`src/rtl/resp_stream_parser_core_defines.svh`:
```
// Assertion macros used by the parser back end (rsp_back).
`ifndef RESP_STREAM_PARSER_CORE_DEFINES_SVH
`define RESP_STREAM_PARSER_CORE_DEFINES_SVH

`ifndef SYNTHESIS
`define RSP_ASSERT_IMP(label, pre, post) \
    label: assert property (@(posedge clk) disable iff (!rst_n) (pre) |-> (post)) \
        else $error("rsp: same-cycle property violated");
`define RSP_ASSERT_NXT(label, pre, post) \
    label: assert property (@(posedge clk) disable iff (!rst_n) (pre) |=> (post)) \
        else $error("rsp: next-cycle property violated");
`else
`define RSP_ASSERT_IMP(label, pre, post)
`define RSP_ASSERT_NXT(label, pre, post)
`endif

`endif

```
`src/rtl/rsp_pkg.sv`:
```
// Types, codes and constants of the RESP stream parser.
package rsp_pkg;

    localparam int LEN_BITS_DEF   = 30;
    localparam int COUNT_BITS_DEF = 21;

    localparam int BYTE_W        = 8;
    localparam int KIND_W        = 2;
    localparam int MAX_BULK_W    = 30;
    localparam int MAX_ARRAY_W   = 21;
    localparam int ARRAY_COUNT_W = 21;
    localparam int CFG_DATA_W    = 30;
    localparam int CFG_IDX_W     = 1;

    localparam logic [MAX_BULK_W-1:0]  MAX_BULK_RST  = 30'd536870912;
    localparam logic [MAX_ARRAY_W-1:0] MAX_ARRAY_RST = 21'd1048576;

    localparam logic [CFG_IDX_W-1:0] CFG_MAX_BULK_LEN    = 1'b0;
    localparam logic [CFG_IDX_W-1:0] CFG_MAX_ARRAY_COUNT = 1'b1;

    localparam int QUEUE_DEPTH = 2;
    localparam int QPTR_W      = 1;

    localparam logic [BYTE_W-1:0] ASC_PLUS   = 8'h2B;
    localparam logic [BYTE_W-1:0] ASC_MINUS  = 8'h2D;
    localparam logic [BYTE_W-1:0] ASC_DOLLAR = 8'h24;
    localparam logic [BYTE_W-1:0] ASC_STAR   = 8'h2A;
    localparam logic [BYTE_W-1:0] ASC_CR     = 8'h0D;
    localparam logic [BYTE_W-1:0] ASC_LF     = 8'h0A;
    localparam logic [BYTE_W-1:0] ASC_ZERO   = 8'h30;
    localparam logic [BYTE_W-1:0] ASC_NINE   = 8'h39;

    typedef enum logic [2:0] {
        CH_PLUS,
        CH_MINUS,
        CH_DOLLAR,
        CH_STAR,
        CH_CR,
        CH_LF,
        CH_DIGIT,
        CH_OTHER
    } char_class_t;

    typedef enum logic [1:0] {
        KIND_SIMPLE = 2'd0,
        KIND_ERROR  = 2'd1,
        KIND_BULK   = 2'd2,
        KIND_NULL   = 2'd3
    } kind_t;

    typedef enum logic [3:0] {
        PH_IDLE,
        PH_LINE_FIRST,
        PH_LINE,
        PH_LINE_LF,
        PH_NUM_FIRST,
        PH_NUM_SIGN,
        PH_NUM,
        PH_NUM_LF,
        PH_BULK_FIRST,
        PH_BULK,
        PH_BULK_LF
    } phase_t;

    typedef struct packed {
        logic [BYTE_W-1:0] data;
        char_class_t       cls;
        logic [3:0]        digit;
    } rsp_word_t;

    typedef struct packed {
        logic [BYTE_W-1:0]        data;
        logic                     payload_valid;
        kind_t                    kind;
        logic                     elem_start;
        logic                     elem_end;
        logic                     in_array_item;
        logic                     array_header;
        logic [ARRAY_COUNT_W-1:0] array_count;
        logic                     msg_end;
        logic                     bad_frame;
    } rsp_result_t;

endpackage

```
`src/rtl/rsp_in_if.sv`:
```
// Byte channel into the parser.
interface rsp_in_if;
    logic                       valid;
    logic                       ready;
    logic [rsp_pkg::BYTE_W-1:0] in_byte;

    modport source (output valid, output in_byte, input ready);
    modport sink   (input valid, input in_byte, output ready);
endinterface

```
`src/rtl/rsp_out_if.sv`:
```
// Result channel out of the parser.
interface rsp_out_if;
    logic                              valid;
    logic                              ready;
    logic [rsp_pkg::BYTE_W-1:0]        out_byte;
    logic                              payload_valid;
    logic [rsp_pkg::KIND_W-1:0]        elem_kind;
    logic                              elem_start;
    logic                              elem_end;
    logic                              in_array_item;
    logic                              array_header;
    logic [rsp_pkg::ARRAY_COUNT_W-1:0] array_count;
    logic                              msg_end;
    logic                              bad_frame;

    modport source (output valid, output out_byte, output payload_valid, output elem_kind,
                    output elem_start, output elem_end, output in_array_item,
                    output array_header, output array_count, output msg_end,
                    output bad_frame, input ready);
    modport sink   (input valid, input out_byte, input payload_valid, input elem_kind,
                    input elem_start, input elem_end, input in_array_item,
                    input array_header, input array_count, input msg_end,
                    input bad_frame, output ready);
endinterface

```
`src/rtl/rsp_front.sv`:
```
// Front stage: takes raw bytes and registers them with their character class.
module rsp_front (
    input  logic                       clk,
    input  logic                       rst_n,
    input  logic [rsp_pkg::BYTE_W-1:0] in_byte,
    input  logic                       in_valid,
    output logic                       in_ready,
    output rsp_pkg::rsp_word_t         word,
    output logic                       word_valid,
    input  logic                       word_ready
);
    import rsp_pkg::*;

    rsp_word_t word_reg;
    rsp_word_t word_next;
    logic      valid_reg;
    logic      is_digit;

    assign is_digit = (in_byte >= ASC_ZERO) && (in_byte <= ASC_NINE);

    always_comb
    begin
        word_next.data  = in_byte;
        word_next.digit = is_digit ? in_byte[3:0] : 4'd0;
        priority if (is_digit)
        begin
            word_next.cls = CH_DIGIT;
        end
        else if (in_byte == ASC_PLUS)
        begin
            word_next.cls = CH_PLUS;
        end
        else if (in_byte == ASC_MINUS)
        begin
            word_next.cls = CH_MINUS;
        end
        else if (in_byte == ASC_DOLLAR)
        begin
            word_next.cls = CH_DOLLAR;
        end
        else if (in_byte == ASC_STAR)
        begin
            word_next.cls = CH_STAR;
        end
        else if (in_byte == ASC_CR)
        begin
            word_next.cls = CH_CR;
        end
        else if (in_byte == ASC_LF)
        begin
            word_next.cls = CH_LF;
        end
        else
        begin
            word_next.cls = CH_OTHER;
        end
    end

    assign in_ready   = !valid_reg || word_ready;
    assign word       = word_reg;
    assign word_valid = valid_reg;

    always_ff @(posedge clk or negedge rst_n)
    begin
        if (!rst_n)
        begin
            valid_reg <= 1'b0;
        end
        else if (in_ready)
        begin
            valid_reg <= in_valid;
        end
    end

    always_ff @(posedge clk)
    begin
        if (in_ready && in_valid)
        begin
            word_reg <= word_next;
        end
    end
endmodule

```
`src/rtl/rsp_queue.sv`:
```
// Short queue of classified words between front and back.
module rsp_queue (
    input  logic               clk,
    input  logic               rst_n,
    input  rsp_pkg::rsp_word_t push_word,
    input  logic               push_valid,
    output logic               push_ready,
    output rsp_pkg::rsp_word_t pop_word,
    output logic               pop_valid,
    input  logic               pop_ready
);
    import rsp_pkg::*;

    rsp_word_t         entry_reg [QUEUE_DEPTH];
    logic [QPTR_W-1:0] wr_ptr_reg;
    logic [QPTR_W-1:0] rd_ptr_reg;
    logic [QPTR_W:0]   count_reg;
    logic              do_push;
    logic              do_pop;

    assign push_ready = count_reg != (QPTR_W + 1)'(QUEUE_DEPTH);
    assign pop_valid  = count_reg != '0;
    assign pop_word   = entry_reg[rd_ptr_reg];
    assign do_push    = push_valid && push_ready;
    assign do_pop     = pop_valid && pop_ready;

    always_ff @(posedge clk or negedge rst_n)
    begin
        if (!rst_n)
        begin
            wr_ptr_reg <= '0;
            rd_ptr_reg <= '0;
            count_reg  <= '0;
        end
        else
        begin
            if (do_push)
            begin
                wr_ptr_reg <= wr_ptr_reg + QPTR_W'(1);
            end
            if (do_pop)
            begin
                rd_ptr_reg <= rd_ptr_reg + QPTR_W'(1);
            end
            if (do_push && !do_pop)
            begin
                count_reg <= count_reg + (QPTR_W + 1)'(1);
            end
            else if (do_pop && !do_push)
            begin
                count_reg <= count_reg - (QPTR_W + 1)'(1);
            end
        end
    end

    always_ff @(posedge clk)
    begin
        if (do_push)
        begin
            entry_reg[wr_ptr_reg] <= push_word;
        end
    end
endmodule

```
`src/rtl/rsp_back.sv`:
```
// Back stage: phase machine, length counters, limits and result register.
`include "resp_stream_parser_core_defines.svh"

module rsp_back #(
    parameter int LEN_BITS   = rsp_pkg::LEN_BITS_DEF,
    parameter int COUNT_BITS = rsp_pkg::COUNT_BITS_DEF
) (
    input  logic                           clk,
    input  logic                           rst_n,
    input  rsp_pkg::rsp_word_t             word,
    input  logic                           word_valid,
    output logic                           word_ready,
    output rsp_pkg::rsp_result_t           result,
    output logic                           result_valid,
    input  logic                           result_ready,
    input  logic                           cfg_we,
    input  logic [rsp_pkg::CFG_IDX_W-1:0]  cfg_index,
    input  logic [rsp_pkg::CFG_DATA_W-1:0] cfg_data
);
    import rsp_pkg::*;

    localparam int MW = LEN_BITS + 4;
    localparam logic [63:0] LEN_MASK = (64'd1 << LEN_BITS) - 64'd1;
    localparam logic [63:0] CNT_MASK = (64'd1 << COUNT_BITS) - 64'd1;

    phase_t                 phase_reg, phase_next;
    logic [LEN_BITS-1:0]    accum_reg, accum_next;
    logic                   neg_reg, neg_next;
    logic [LEN_BITS-1:0]    bulk_rem_reg, bulk_rem_next;
    logic [COUNT_BITS-1:0]  items_reg, items_next;
    logic                   inside_reg, inside_next;
    kind_t                  kind_reg, kind_next;
    logic                   hdr_reg, hdr_next;
    logic [MAX_BULK_W-1:0]  max_bulk_reg;
    logic [MAX_ARRAY_W-1:0] max_array_reg;
    rsp_result_t            res_reg, res_next;
    logic                   res_valid_reg;

    logic                   pop;
    logic                   fail;
    logic [MW-1:0]          acc_wide;
    logic [MW-1:0]          acc_x10;
    logic [63:0]            lim;
    logic                   over;
    logic [63:0]            cnt64;
    logic                   cnt_zero;
    logic [COUNT_BITS-1:0]  items_dec;
    logic                   fin_msg;
    logic                   bulk_nz;
    logic                   num_phase;

    assign word_ready   = !res_valid_reg || result_ready;
    assign pop          = word_valid && word_ready;
    assign result       = res_reg;
    assign result_valid = res_valid_reg;

    // accum * 10 + digit, checked against the active limit
    always_comb
    begin
        acc_wide = MW'(accum_reg);
        acc_x10  = (acc_wide << 3) + (acc_wide << 1) + MW'(word.digit);
        priority if (hdr_reg)
        begin
            lim = 64'(max_array_reg) & CNT_MASK & LEN_MASK;
        end
        else if (neg_reg)
        begin
            lim = 64'd1 & LEN_MASK;
        end
        else
        begin
            lim = 64'(max_bulk_reg) & LEN_MASK;
        end
        over = 64'(acc_x10) > lim;
    end

    assign cnt64     = 64'(accum_reg) & CNT_MASK;
    assign cnt_zero  = cnt64 == 64'd0;
    assign items_dec = items_reg - COUNT_BITS'(1);
    assign fin_msg   = inside_reg ? (items_dec == '0) : 1'b1;
    assign bulk_nz   = bulk_rem_reg != '0;
    assign num_phase = (phase_reg == PH_NUM_FIRST) || (phase_reg == PH_NUM)
                       || (phase_reg == PH_NUM_LF);

    // next phase and framing check
    always_comb
    begin
        fail       = 1'b0;
        phase_next = phase_reg;
        unique case (phase_reg)
            PH_IDLE:
            begin
                if (word.cls == CH_PLUS || word.cls == CH_MINUS)
                begin
                    phase_next = PH_LINE_FIRST;
                end
                else if (word.cls == CH_DOLLAR || (word.cls == CH_STAR && !inside_reg))
                begin
                    phase_next = PH_NUM_FIRST;
                end
                else
                begin
                    fail = 1'b1;
                end
            end
            PH_LINE_FIRST, PH_LINE:
            begin
                if (word.cls == CH_CR)
                begin
                    phase_next = PH_LINE_LF;
                end
                else if (word.cls == CH_LF)
                begin
                    fail = 1'b1;
                end
                else
                begin
                    phase_next = PH_LINE;
                end
            end
            PH_LINE_LF, PH_BULK_LF:
            begin
                fail       = word.cls != CH_LF;
                phase_next = PH_IDLE;
            end
            PH_NUM_FIRST:
            begin
                if (word.cls == CH_MINUS)
                begin
                    fail       = hdr_reg;
                    phase_next = PH_NUM_SIGN;
                end
                else if (word.cls == CH_DIGIT)
                begin
                    fail       = over;
                    phase_next = PH_NUM;
                end
                else
                begin
                    fail = 1'b1;
                end
            end
            PH_NUM_SIGN, PH_NUM:
            begin
                if (word.cls == CH_DIGIT)
                begin
                    fail       = over;
                    phase_next = PH_NUM;
                end
                else if (word.cls == CH_CR && phase_reg == PH_NUM)
                begin
                    phase_next = PH_NUM_LF;
                end
                else
                begin
                    fail = 1'b1;
                end
            end
            PH_NUM_LF:
            begin
                if (word.cls != CH_LF)
                begin
                    fail = 1'b1;
                end
                else if (hdr_reg)
                begin
                    phase_next = PH_IDLE;
                end
                else if (neg_reg)
                begin
                    fail       = accum_reg != LEN_BITS'(1);
                    phase_next = PH_IDLE;
                end
                else
                begin
                    phase_next = PH_BULK_FIRST;
                end
            end
            PH_BULK_FIRST, PH_BULK:
            begin
                if (bulk_nz)
                begin
                    phase_next = PH_BULK;
                end
                else if (word.cls == CH_CR)
                begin
                    phase_next = PH_BULK_LF;
                end
                else
                begin
                    fail = 1'b1;
                end
            end
            default:
            begin
                fail = 1'b1;
            end
        endcase
        if (fail)
        begin
            phase_next = PH_IDLE;
        end
    end

    // counters and element context
    always_comb
    begin
        accum_next    = accum_reg;
        neg_next      = neg_reg;
        bulk_rem_next = bulk_rem_reg;
        items_next    = items_reg;
        inside_next   = inside_reg;
        kind_next     = kind_reg;
        hdr_next      = hdr_reg;
        unique case (phase_reg)
            PH_IDLE:
            begin
                if (word.cls == CH_PLUS)
                begin
                    kind_next = KIND_SIMPLE;
                end
                else if (word.cls == CH_MINUS)
                begin
                    kind_next = KIND_ERROR;
                end
                else
                begin
                    kind_next  = (word.cls == CH_DOLLAR) ? KIND_BULK : KIND_SIMPLE;
                    hdr_next   = word.cls != CH_DOLLAR;
                    accum_next = '0;
                    neg_next   = 1'b0;
                end
            end
            PH_NUM_FIRST, PH_NUM_SIGN, PH_NUM:
            begin
                if (word.cls == CH_MINUS)
                begin
                    neg_next = 1'b1;
                end
                else if (word.cls == CH_DIGIT)
                begin
                    accum_next = LEN_BITS'(acc_x10);
                end
            end
            PH_NUM_LF:
            begin
                if (hdr_reg)
                begin
                    hdr_next = 1'b0;
                    if (!cnt_zero)
                    begin
                        inside_next = 1'b1;
                        items_next  = COUNT_BITS'(cnt64);
                    end
                end
                else if (neg_reg)
                begin
                    kind_next = KIND_NULL;
                    neg_next  = 1'b0;
                    if (inside_reg)
                    begin
                        items_next  = items_dec;
                        inside_next = items_dec != '0;
                    end
                end
                else
                begin
                    bulk_rem_next = accum_reg;
                end
            end
            PH_LINE_LF, PH_BULK_LF:
            begin
                if (inside_reg)
                begin
                    items_next  = items_dec;
                    inside_next = items_dec != '0;
                end
            end
            PH_BULK_FIRST, PH_BULK:
            begin
                if (bulk_nz)
                begin
                    bulk_rem_next = bulk_rem_reg - LEN_BITS'(1);
                end
            end
            default:
            begin
            end
        endcase
        if (fail)
        begin
            accum_next    = '0;
            neg_next      = 1'b0;
            bulk_rem_next = '0;
            items_next    = '0;
            inside_next   = 1'b0;
            kind_next     = KIND_SIMPLE;
            hdr_next      = 1'b0;
        end
    end

    // result word
    always_comb
    begin
        res_next               = '0;
        res_next.kind          = kind_next;
        res_next.in_array_item = inside_next && !hdr_next;
        unique case (phase_reg)
            PH_LINE_FIRST, PH_LINE:
            begin
                res_next.elem_start = phase_reg == PH_LINE_FIRST;
                if (word.cls != CH_CR)
                begin
                    res_next.data          = word.data;
                    res_next.payload_valid = 1'b1;
                end
            end
            PH_LINE_LF, PH_BULK_LF:
            begin
                res_next.kind          = kind_reg;
                res_next.elem_end      = 1'b1;
                res_next.in_array_item = inside_reg;
                res_next.msg_end       = fin_msg;
            end
            PH_NUM_LF:
            begin
                if (hdr_reg)
                begin
                    res_next.kind          = KIND_SIMPLE;
                    res_next.in_array_item = 1'b0;
                    res_next.array_header  = 1'b1;
                    res_next.array_count   = ARRAY_COUNT_W'(cnt64);
                    res_next.msg_end       = cnt_zero;
                end
                else if (neg_reg)
                begin
                    res_next.kind          = KIND_NULL;
                    res_next.elem_start    = 1'b1;
                    res_next.elem_end      = 1'b1;
                    res_next.in_array_item = inside_reg;
                    res_next.msg_end       = fin_msg;
                end
            end
            PH_BULK_FIRST, PH_BULK:
            begin
                res_next.elem_start = phase_reg == PH_BULK_FIRST;
                if (bulk_nz)
                begin
                    res_next.data          = word.data;
                    res_next.payload_valid = 1'b1;
                end
            end
            default:
            begin
            end
        endcase
        if (fail)
        begin
            res_next           = '0;
            res_next.bad_frame = 1'b1;
        end
    end

    always_ff @(posedge clk or negedge rst_n)
    begin
        if (!rst_n)
        begin
            phase_reg     <= PH_IDLE;
            accum_reg     <= '0;
            neg_reg       <= 1'b0;
            bulk_rem_reg  <= '0;
            items_reg     <= '0;
            inside_reg    <= 1'b0;
            kind_reg      <= KIND_SIMPLE;
            hdr_reg       <= 1'b0;
            res_valid_reg <= 1'b0;
        end
        else
        begin
            if (pop)
            begin
                phase_reg    <= phase_next;
                accum_reg    <= accum_next;
                neg_reg      <= neg_next;
                bulk_rem_reg <= bulk_rem_next;
                items_reg    <= items_next;
                inside_reg   <= inside_next;
                kind_reg     <= kind_next;
                hdr_reg      <= hdr_next;
            end
            if (word_ready)
            begin
                res_valid_reg <= word_valid;
            end
        end
    end

    always_ff @(posedge clk or negedge rst_n)
    begin
        if (!rst_n)
        begin
            max_bulk_reg  <= MAX_BULK_RST;
            max_array_reg <= MAX_ARRAY_RST;
        end
        else if (cfg_we)
        begin
            unique case (cfg_index)
                CFG_MAX_BULK_LEN:
                begin
                    max_bulk_reg <= cfg_data[MAX_BULK_W-1:0];
                end
                CFG_MAX_ARRAY_COUNT:
                begin
                    max_array_reg <= cfg_data[MAX_ARRAY_W-1:0];
                end
                default:
                begin
                end
            endcase
        end
    end

    always_ff @(posedge clk)
    begin
        if (pop)
        begin
            res_reg <= res_next;
        end
    end

    `RSP_ASSERT_NXT(a_fail_resync, pop && fail, phase_reg == PH_IDLE && !inside_reg && !hdr_reg)
    `RSP_ASSERT_IMP(a_inside_has_items, inside_reg, items_reg != '0)
    `RSP_ASSERT_IMP(a_hdr_in_number, hdr_reg, num_phase)
    `RSP_ASSERT_NXT(a_result_held, res_valid_reg && !result_ready, res_valid_reg && $stable(res_reg))
endmodule

```
`src/rtl/resp_stream_parser_core.sv`:
```
// Top level of the RESP stream parser: front classifier, word queue, parse back end.
//
//  channel     dir   payload
//  byte_ch     sink  in_byte
//  result_ch   src   out_byte, payload_valid, elem_kind, elem_start, elem_end,
//                    in_array_item, array_header, array_count, msg_end, bad_frame
//  cfg         wr    cfg_we, cfg_index, cfg_data
//
// One result word per byte word; sustained rate one word per cycle when neither side stalls.
// Each word passes the front register, the queue and the result register, in that order.
// The phase machine and counters in the back end update once per word.
// Reset clears all parse state and loads the default limits.
// Either side may stall; the queue decouples front and back.
module resp_stream_parser_core #(
    parameter int LEN_BITS   = rsp_pkg::LEN_BITS_DEF,
    parameter int COUNT_BITS = rsp_pkg::COUNT_BITS_DEF
) (
    input  logic                           clk,
    input  logic                           rst_n,
    rsp_in_if.sink                         byte_ch,
    rsp_out_if.source                      result_ch,
    input  logic                           cfg_we,
    input  logic [rsp_pkg::CFG_IDX_W-1:0]  cfg_index,
    input  logic [rsp_pkg::CFG_DATA_W-1:0] cfg_data
);
    import rsp_pkg::*;

    rsp_word_t   front_word;
    logic        front_valid;
    logic        front_ready;
    rsp_word_t   queue_word;
    logic        queue_valid;
    logic        queue_ready;
    rsp_result_t result;

    rsp_front u_front (
        .clk        (clk),
        .rst_n      (rst_n),
        .in_byte    (byte_ch.in_byte),
        .in_valid   (byte_ch.valid),
        .in_ready   (byte_ch.ready),
        .word       (front_word),
        .word_valid (front_valid),
        .word_ready (front_ready)
    );

    rsp_queue u_queue (
        .clk        (clk),
        .rst_n      (rst_n),
        .push_word  (front_word),
        .push_valid (front_valid),
        .push_ready (front_ready),
        .pop_word   (queue_word),
        .pop_valid  (queue_valid),
        .pop_ready  (queue_ready)
    );

    rsp_back #(
        .LEN_BITS   (LEN_BITS),
        .COUNT_BITS (COUNT_BITS)
    ) u_back (
        .clk          (clk),
        .rst_n        (rst_n),
        .word         (queue_word),
        .word_valid   (queue_valid),
        .word_ready   (queue_ready),
        .result       (result),
        .result_valid (result_ch.valid),
        .result_ready (result_ch.ready),
        .cfg_we       (cfg_we),
        .cfg_index    (cfg_index),
        .cfg_data     (cfg_data)
    );

    assign result_ch.out_byte      = result.data;
    assign result_ch.payload_valid = result.payload_valid;
    assign result_ch.elem_kind     = result.kind;
    assign result_ch.elem_start    = result.elem_start;
    assign result_ch.elem_end      = result.elem_end;
    assign result_ch.in_array_item = result.in_array_item;
    assign result_ch.array_header  = result.array_header;
    assign result_ch.array_count   = result.array_count;
    assign result_ch.msg_end       = result.msg_end;
    assign result_ch.bad_frame     = result.bad_frame;
endmodule
```
`src/flat_wrapper.sv`:
```
// flat-port wrapper written by rule: the top's interface ports become plain ports
module resp_stream_parser_core_flat import rsp_pkg::*;
#(
    parameter int LEN_BITS   = rsp_pkg::LEN_BITS_DEF,
    parameter int COUNT_BITS = rsp_pkg::COUNT_BITS_DEF
)
  (clk, rst_n, cfg_we, cfg_index, cfg_data, byte_ch_valid, byte_ch_in_byte, byte_ch_ready, result_ch_valid, result_ch_out_byte, result_ch_payload_valid, result_ch_elem_kind, result_ch_elem_start, result_ch_elem_end, result_ch_in_array_item, result_ch_array_header, result_ch_array_count, result_ch_msg_end, result_ch_bad_frame, result_ch_ready);
  rsp_in_if byte_ch_i ();
  rsp_out_if result_ch_i ();
  input  logic clk;
  input  logic rst_n;
  input  logic cfg_we;
  input  logic [rsp_pkg::CFG_IDX_W-1:0] cfg_index;
  input  logic [rsp_pkg::CFG_DATA_W-1:0] cfg_data;
  input wire logic [$bits(byte_ch_i.valid)-1:0] byte_ch_valid;
  input wire logic [$bits(byte_ch_i.in_byte)-1:0] byte_ch_in_byte;
  output wire logic [$bits(byte_ch_i.ready)-1:0] byte_ch_ready;
  output wire logic [$bits(result_ch_i.valid)-1:0] result_ch_valid;
  output wire logic [$bits(result_ch_i.out_byte)-1:0] result_ch_out_byte;
  output wire logic [$bits(result_ch_i.payload_valid)-1:0] result_ch_payload_valid;
  output wire logic [$bits(result_ch_i.elem_kind)-1:0] result_ch_elem_kind;
  output wire logic [$bits(result_ch_i.elem_start)-1:0] result_ch_elem_start;
  output wire logic [$bits(result_ch_i.elem_end)-1:0] result_ch_elem_end;
  output wire logic [$bits(result_ch_i.in_array_item)-1:0] result_ch_in_array_item;
  output wire logic [$bits(result_ch_i.array_header)-1:0] result_ch_array_header;
  output wire logic [$bits(result_ch_i.array_count)-1:0] result_ch_array_count;
  output wire logic [$bits(result_ch_i.msg_end)-1:0] result_ch_msg_end;
  output wire logic [$bits(result_ch_i.bad_frame)-1:0] result_ch_bad_frame;
  input wire logic [$bits(result_ch_i.ready)-1:0] result_ch_ready;
  assign byte_ch_i.valid = byte_ch_valid;
  assign byte_ch_i.in_byte = byte_ch_in_byte;
  assign byte_ch_ready = byte_ch_i.ready;
  assign result_ch_valid = result_ch_i.valid;
  assign result_ch_out_byte = result_ch_i.out_byte;
  assign result_ch_payload_valid = result_ch_i.payload_valid;
  assign result_ch_elem_kind = result_ch_i.elem_kind;
  assign result_ch_elem_start = result_ch_i.elem_start;
  assign result_ch_elem_end = result_ch_i.elem_end;
  assign result_ch_in_array_item = result_ch_i.in_array_item;
  assign result_ch_array_header = result_ch_i.array_header;
  assign result_ch_array_count = result_ch_i.array_count;
  assign result_ch_msg_end = result_ch_i.msg_end;
  assign result_ch_bad_frame = result_ch_i.bad_frame;
  assign result_ch_i.ready = result_ch_ready;
  resp_stream_parser_core #(.LEN_BITS(LEN_BITS), .COUNT_BITS(COUNT_BITS)) u_core (.clk(clk), .rst_n(rst_n), .byte_ch(byte_ch_i), .result_ch(result_ch_i), .cfg_we(cfg_we), .cfg_index(cfg_index), .cfg_data(cfg_data));
endmodule
```
`config.mk`:
```
export PLATFORM = sky130hd
export DESIGN_NAME = resp_stream_parser_core_flat
export DESIGN_NICKNAME = d
export VERILOG_FILES = /design/src/rtl/rsp_pkg.sv /design/src/rtl/rsp_in_if.sv /design/src/rtl/rsp_out_if.sv /design/src/rtl/rsp_front.sv /design/src/rtl/rsp_queue.sv /design/src/rtl/rsp_back.sv /design/src/rtl/resp_stream_parser_core.sv /design/src/flat_wrapper.sv
export VERILOG_INCLUDE_DIRS = /design/src /design/src/rtl
export SDC_FILE = /design/constraint.sdc
export NUM_CORES = 1
export LEC_CHECK = 0
export BUFFER_PORTS_ARGS = -buffer_cell sky130_fd_sc_hd__buf_2
export CAP_MARGIN = 30
export CORE_MARGIN = 2
export CORE_UTILIZATION = 30
export DETAILED_ROUTE_END_ITERATION = 7
export PLACE_DENSITY_LB_ADDON = 0.15
export SYNTH_ARGS = -nofsm -noshare
export SYNTH_HDL_FRONTEND = slang
export SYNTH_SLANG_ARGS = --single-unit
```
`constraint.sdc`:
```
create_clock -name clk -period 6.6 [get_ports clk]
set_input_delay 0.66 -clock clk [delete_from_list [all_inputs] [get_ports clk]]
set_output_delay 0.66 -clock clk [all_outputs]
set_load 0.02 [all_outputs]
```
# Word level (Yosys, flattened, before mapping)
# Memories as Yosys holds them, arrays and structs flattened.
# Index checks and enable logic that the tools add are counted.
# totals
ff_bits,200
mem_bits_rw,30
input_bits,44
wordCells,231
mem_count,1
# op_classes
add_sub_neg,8
n_lt_le_gt_ge,3
n_eq_ne,43
mux,97
bitwise,3
n_reduce_logical,47
# mem_list
name,depth,width,read_ports,rd_ports_with_merged_regs,write_ports,line_no,source
u_core.u_queue.entry_reg,2,15,1,0,1,rsp_queue.sv:14,rsp_word_t entry_reg [QUEUE_DEPTH];
# ops
cell,n
30-bit 2-to-1 mux,10
30-bit case mux with 2 select lines,2
21-bit 2-to-1 mux,5
34-bit by 64-bit > comparator with 1-bit output,1
64-bit logical NOT,1
64-bit 2-to-1 mux,1
4-bit 2-to-1 mux,14
21-bit case mux with 2 select lines,1
33-bit by 31-bit adder with 34-bit output,1
34-bit by 4-bit adder with 34-bit output,1
1-bit 2-to-1 mux,33
3-bit inequality test (second input constant),11
8-bit by 6-bit == test with 1-bit output (second input constant),4
30-bit by 1-bit inequality test with 1-bit output (second input constant),1
30-bit nonzero test,1
30-bit by 1-bit subtractor with 30-bit output (second input constant),1
4-bit case mux with 7 select lines,1
2-bit 2-to-1 mux,12
4-bit inequality test (second input constant),6
22-bit 2-to-1 mux,1
21-bit logical NOT,1
21-bit nonzero test,1
21-bit by 1-bit subtractor with 21-bit output (second input constant),1
9-bit 2-to-1 mux,2
other kinds (40),88

# Logic depth before layout (Yosys ltp)
# An unclocked memory read counts as a cell.
# logic_depth
ltp_word,13
ltp_mapped,27
mapped_depth_nobuf,24

# Cells and area by module
# From an unflattened synthesis, not the netlist that was laid out.
# hier_totals
hier_cells,1400
area_unflattened_um2,13875.8
# by_module_without_submodules
mod,instances,cells_per_inst,area_per_inst_um2
rsp_back,1,1289,11855.1
rsp_queue,1,65,1331.3
rsp_front,1,46,689.4

# Worst setup path before layout
# OpenSTA, ideal clock, no wires.
# synth_path
path_type,register to register
startpoint,register u_core.u_queue.rd_ptr_reg
endpoint,"register u_core.u_back.res_reg, in the netlist u_core.u_back.result[28] (data pin)"
setup_ps,152
t_arrival_ps,6466
required_ps,6448
path_slack_ps,-17
path_stages_with_launch,26
n_path_buf,5
path_cell_list,dfrtp_1 -> clkbuf_1 -> clkbuf_1 -> mux2i_1 -> fa_1 -> inv_1 -> ha_1 -> a211oi_1 -> o21ai_0 -> a31o_2 -> a31o_2 -> a2111oi_0 -> o31ai_1 -> xor2_1 -> ha_1 -> nand4_1 -> nor4_1 -> a31oi_1 -> a311oi_1 -> nand4b_1 -> o41ai_4 -> inv_2 -> buf_6 -> buf_4 -> buf_4 -> a31oi_1
# synth_via
elab_chain_cells,11
# synth_lines
element,line_no,source
"start, declared",rsp_queue.sv:16,logic [QPTR_W-1:0] rd_ptr_reg;
"start signal, assigned",rsp_queue.sv:43,rd_ptr_reg <= rd_ptr_reg + QPTR_W'(1);
memory 2 x 15 bit *,-,
"parallel branches: the longest is 5 deep, another holds 34-bit by 64-bit > comparator with 1-bit output",-,
1-bit case mux with 7 select lines *,rsp_back.sv:90,unique case (phase_reg)
named net u_core.u_back.fail,rsp_back.sv:40,logic fail;
2-bit 2-to-1 mux,rsp_back.sv:290,if (fail)
5-bit 2-to-1 mux,rsp_back.sv:335,else if (neg_reg)
2-bit 2-to-1 mux,rsp_back.sv:327,if (hdr_reg)
2-bit case mux with 2 select lines,rsp_back.sv:308,unique case (phase_reg)
"end signal, assigned",rsp_back.sv:427,res_reg <= res_next;
"end, declared",rsp_back.sv:36,"rsp_result_t res_reg, res_next;"
# Mark *: on every way through the listed nets, which the timed path passes.
# A chain may end at the register's enable or synchronous reset.

# Worst setup path in the final report
# layout_path
startpoint,register u_core.u_queue.rd_ptr_reg
endpoint,"register u_core.u_back.res_reg, in the netlist u_core.u_back.result[36] (data pin)"
# layout_via
elab_chain_cells,7
# layout_lines
element
memory 2 x 15 bit *
"parallel branches: the longest is 6 deep, another holds 34-bit by 64-bit > comparator with 1-bit output"
# Every way passes the cells marked *.

==> insert_results.sql <==
INSERT INTO impl_metrics (metric_group, metric, value, unit) VALUES
('sta', 'worst_pin_slew', '0.806', 'ns'),
('setup_path', 'crit_required', '7.03', 'ns'),
('floorplanning', 'core_ar', '45600', 'sq um'),
('floorplanning', 'dieHeight', '220', 'microns'),
('power_and_ir_drop', 'p_leak', '7.18', 'nW'),
('yosys', 'ys_warn_count', '0', ''),
('setup_path', 'cp-start-kind', 'register', ''),
('yosys', 'ys.flop_type', 'sky130_fd_sc_hd__dfrtp_1', ''),
('run_status', 'outcome', 'complete, no violations', ''),
('sta', 'setup_clock_skew_after_layout', '0.0149', 'ns'),
('floorplanning', 'die-area', '48200', 'sq um'),
('sta', 'maxSlewHeadroom', '45.9', '%'),
('finish', 'largest_register_ff_count', '38', ''),
('yosys', 'synthDistinctLibCells', '82', ''),
('yosys', 'async_reset_ff_share', '63.9', '%'),
('setup_path', 'critPathCaptureType', 'register', ''),
('clock_tree', 'worst_skew_pair.late_latency', '0.59', 'ns'),
('yosys', 'number_of_enable_type_register_cells_in_the_synthesized_netlist', '83', ''),
('global_routing', 'pin_count_of_the_biggest_net_entering_global_routing', '93', ''),
('floorplanning', 'boundaryPins', '84', ''),
('sta', 'period_share', '93.2', '%'),
('clock_tree', 'cts_post_setup_buffers_inserted', '0', ''),
('yosys', 'synth_area_leader_cell', 'sky130_fd_sc_hd__dfrtp_1', ''),
('yosys', 'syn_area', '13900', 'sq um'),
('sta', 'fmax', '163', 'MHz'),
('finish', 'insertedDiodeCount', '0', ''),
('routing', 'drt_drc_violations_left', '0', ''),
('routing', 'wl_per_cell', '20.3', 'microns'),
('yosys', 'synth_fp_nets', '1529', ''),
('setup_path', 'crit_fanout', '12', ''),
('routing', 'drt.antenna.violating_nets', '0', ''),
('placed_design', 'placement.io_buffers', '83', ''),
('finish', 'area_delta_synth_final', '16.8', '%'),
('sta', 'totalNegativeSetupSlack', '0', 'ns'),
('global_routing', 'grt_antenna_before_repair', '0', ''),
('power_and_ir_drop', 'pwr_density_cell', '345', 'nW/um^2'),
('hold_path', 'min-delay-path-class', 'in -> reg', ''),
('clock_tree', 'numClockSinks', '230', ''),
('clock_tree', 'deepest_level_of_the_cts_h_tree', '1', ''),
('floorplanning', 'placementRows', '78', ''),
('sta', 'post-route-min-period', '6.15', 'ns'),
('finish', 'drive_above_1_share', '18.1', '%'),
('sta', 'finalHoldViolations', '0', ''),
('power_and_ir_drop', 'power.ir.vdd_worst', '0.000200', 'V'),
('clock_tree', 'cts_inserted_buffers', '29', ''),
('clock_tree', 'ctsLongestPathBuffers', '3', ''),
('global_routing', 'global_route.overflow_total', '0', ''),
('routing', 'drt_pre_antenna_iters', '5', ''),
('yosys', 'yosys_register_bits', '230', ''),
('finish', 'most-common-layout-cells', 'sky130_fd_sc_hd__dfrtp_1 (145), sky130_fd_sc_hd__nand2_1 (101), sky130_fd_sc_hd__a21oi_1 (101), sky130_fd_sc_hd__nor2_1 (98), sky130_fd_sc_hd__ha_1 (94)', ''),
('yosys', 'seq_area_frac_synth', '44.3', '%'),
('floorplanning', 'dieWidth', '220', 'microns'),
('placed_design', 'dp_hpwl', '30300', 'microns'),
('routing', 'drt-vias-per-instance', '5.45', ''),
('placed_design', 'place.gp.congestion', '0.847', ''),
('sta', 'final-setup-viol-count', '0', ''),
('setup_path', 'worstReg2RegStart', 'u_core.u_queue.rd_ptr_reg', ''),
('hold_path', 'hold_start', 'byte_ch_in_byte[6]', ''),
('clock_tree', 'clkSlewWorstSetupHoldPaths', '0.06', 'ns'),
('routing', 'routed_wirelength', '42700', 'microns'),
('yosys', 'synth.avg_cell_area', '10.0', 'sq um'),
('routing', 'route.vias.total', '11500', ''),
('finish', 'layout.cells.most_common', 'sky130_fd_sc_hd__dfrtp_1', ''),
('finish', 'finish.net_count', '1619', ''),
('sta', 'rsz_0062_raised_after_global_routing', 'false', ''),
('setup_path', 'setup.worst_path.start', 'u_core.u_queue.rd_ptr_reg', ''),
('routing', 'drt-initial-drc-count', '738', ''),
('clock_tree', 'cts_tree', 'yes', ''),
('run', 'max_cap_viol_count', '0', ''),
('global_routing', 'global_route_wire_length_before_repair', '67000', 'microns'),
('global_routing', 'first_global_vias', '11500', ''),
('floorplanning', 'initial_core_util', '30.6', '%'),
('global_routing', 'grt_use_total', '17.8', '%'),
('yosys', 'synth.top_cell.area_share', '26.0', '%'),
('yosys', 'dominant_cells_by_area_after_synthesis', 'sky130_fd_sc_hd__dfrtp_1 (26%), sky130_fd_sc_hd__edfxtp_1 (18%), sky130_fd_sc_hd__ha_1 (8.4%)', ''),
('setup_path', 'arrival', '6.58', 'ns'),
('sta', 'report.final.slew_viol_count', '0', ''),
('sta', 'timing.hold.ws', '0.282', 'ns'),
('yosys', 'gate_count_of_the_mapped_netlist', '1389', ''),
('clock_tree', 'root_buffer', 'sky130_fd_sc_hd__clkbuf_16', ''),
('setup_path', 'critical_path_class', 'reg -> reg', '');
[cell type report]
| cell class | instances | area [sq um] |
|---|---|---|
| clock buffer | 36 | 803 |
| clock inverter | 18 | 174 |
| fill | 4586 | 29300 |
| inverter | 28 | 110 |
| multi-input combinational | 1052 | 7360 |
| sequential | 230 | 6170 |
| tap | 600 | 751 |
| timing repair buffer | 138 | 913 |
[synthesized netlist by cell type, types with 20 or more instances]
cell type and count:
sky130_fd_sc_hd__nand2_1 101, sky130_fd_sc_hd__a21oi_1 102, sky130_fd_sc_hd__a22oi_1 29, sky130_fd_sc_hd__o21ai_0 79, sky130_fd_sc_hd__nor4_1 20, sky130_fd_sc_hd__clkbuf_1 53, sky130_fd_sc_hd__dfrtp_1 145, sky130_fd_sc_hd__xnor2_1 20
sky130_fd_sc_hd__ha_1 94, sky130_fd_sc_hd__edfxtp_1 83, sky130_fd_sc_hd__nor3_1 49, sky130_fd_sc_hd__mux2_2 54, sky130_fd_sc_hd__inv_1 27, sky130_fd_sc_hd__nor2_1 101, sky130_fd_sc_hd__nand4_1 20, sky130_fd_sc_hd__and2_1 30
sky130_fd_sc_hd__nand3_1 21, sky130_fd_sc_hd__a22o_1 42
[layer usage]
| layer | routed length (microns) | vias to the layer above | part of all wire (%) | track usage [%] |
|---|---|---|---|---|
| met5 | 0 | - | 0 | 0 |
| met4 | 1340 | 0 | 3.1 | 6.55 |
| met3 | 2050 | 79 | 4.8 | 2.46 |
| met2 | 19200 | 300 | 45 | 28.2 |
| met1 | 20100 | 5616 | 47 | 24.8 |
| li1 | - | 5468 | - | - |
[per-stage QoR]
stage | utilization (%) | power, mW | std cells | area (sq um) | worst slack, ns
6_report | 35.7 | 5.62 | 2102 | 16300 | 0.448
5_1_grt | 35.7 | 5.98 | 2102 | 16300 | 0.0195
4_1_cts | 35.6 | 5.68 | 2100 | 16200 | 0.0732
3_5_place_dp | 33.4 | 4.03 | 2046 | 15200 | 0.0989
3_3_place_gp | 33.3 | 3.98 | 2044 | 15200 | 0.155
2_1_floorplan | - | 3.27 | 1389 | 13900 | 0.172
[worst max-delay path, stage by stage, from the launching register on]
cell and delay, ns:
sky130_fd_sc_hd__dfrtp_1 0.38, sky130_fd_sc_hd__buf_4 0.15, sky130_fd_sc_hd__mux2_2 0.33, sky130_fd_sc_hd__ha_1 0.27
sky130_fd_sc_hd__ha_1 0.19, sky130_fd_sc_hd__inv_1 0.06, sky130_fd_sc_hd__fa_1 0.39, sky130_fd_sc_hd__nand2b_1 0.18
sky130_fd_sc_hd__a21oi_1 0.17, sky130_fd_sc_hd__o21ai_0 0.19, sky130_fd_sc_hd__a211o_1 0.34, sky130_fd_sc_hd__nand2_1 0.14
sky130_fd_sc_hd__a31o_2 0.22, sky130_fd_sc_hd__a21oi_1 0.09, sky130_fd_sc_hd__xnor2_1 0.19, sky130_fd_sc_hd__ha_1 0.32
sky130_fd_sc_hd__nand4_1 0.18, sky130_fd_sc_hd__nor4_2 0.37, sky130_fd_sc_hd__a31oi_1 0.14, sky130_fd_sc_hd__a311oi_2 0.27
sky130_fd_sc_hd__nand4b_1 0.24, sky130_fd_sc_hd__o41ai_4 0.42, sky130_fd_sc_hd__buf_6 0.26, sky130_fd_sc_hd__o21ai_1 0.29
sky130_fd_sc_hd__nor2_1 0.21
[cells by family after synthesis]
kind of cell    Yosys count  share of synthesized area [%]
compound gates          418                           20.2
flops                   230                           44.3
fa+ha+maj                97                           8.80
mux                      71                           5.59
xor+xnor                 38                           2.39
buf+inv                 107                           3.18
simple gates            428                           15.6
[worst paths after layout]
kind                       slack, ns                               to  cells past startpoint
min                             0.28          u_core.u_front.word[13]                      1
max in group asynchronous       4.70  u_core.u_back.max_array_reg[16]                      4
min in group asynchronous       0.43      u_core.u_back.items_reg[12]                      2
max reg2reg                     0.45         u_core.u_back.result[36]                     24
min reg2reg                     0.45  u_core.u_queue.entry_reg[1][12]                      0
max                             0.45         u_core.u_back.result[36]                     24
[report_power, final]
part           internal [mW]  leakage, nW  total [mW]  switching, mW
clock                  0.947        0.470        1.62          0.676
combinational          0.718         4.00        2.09           1.37
sequential              1.77         2.71        1.91          0.140
total                   3.44         7.18        5.62           2.19
[what timing repair did]
item	in CTS	in global routing
hold buffers	0	1
gates resized for setup	0	9
endpoints found under the setup margin	0	128
hold endpoints to repair	0	5
Power figures use the tool's default switching activity.
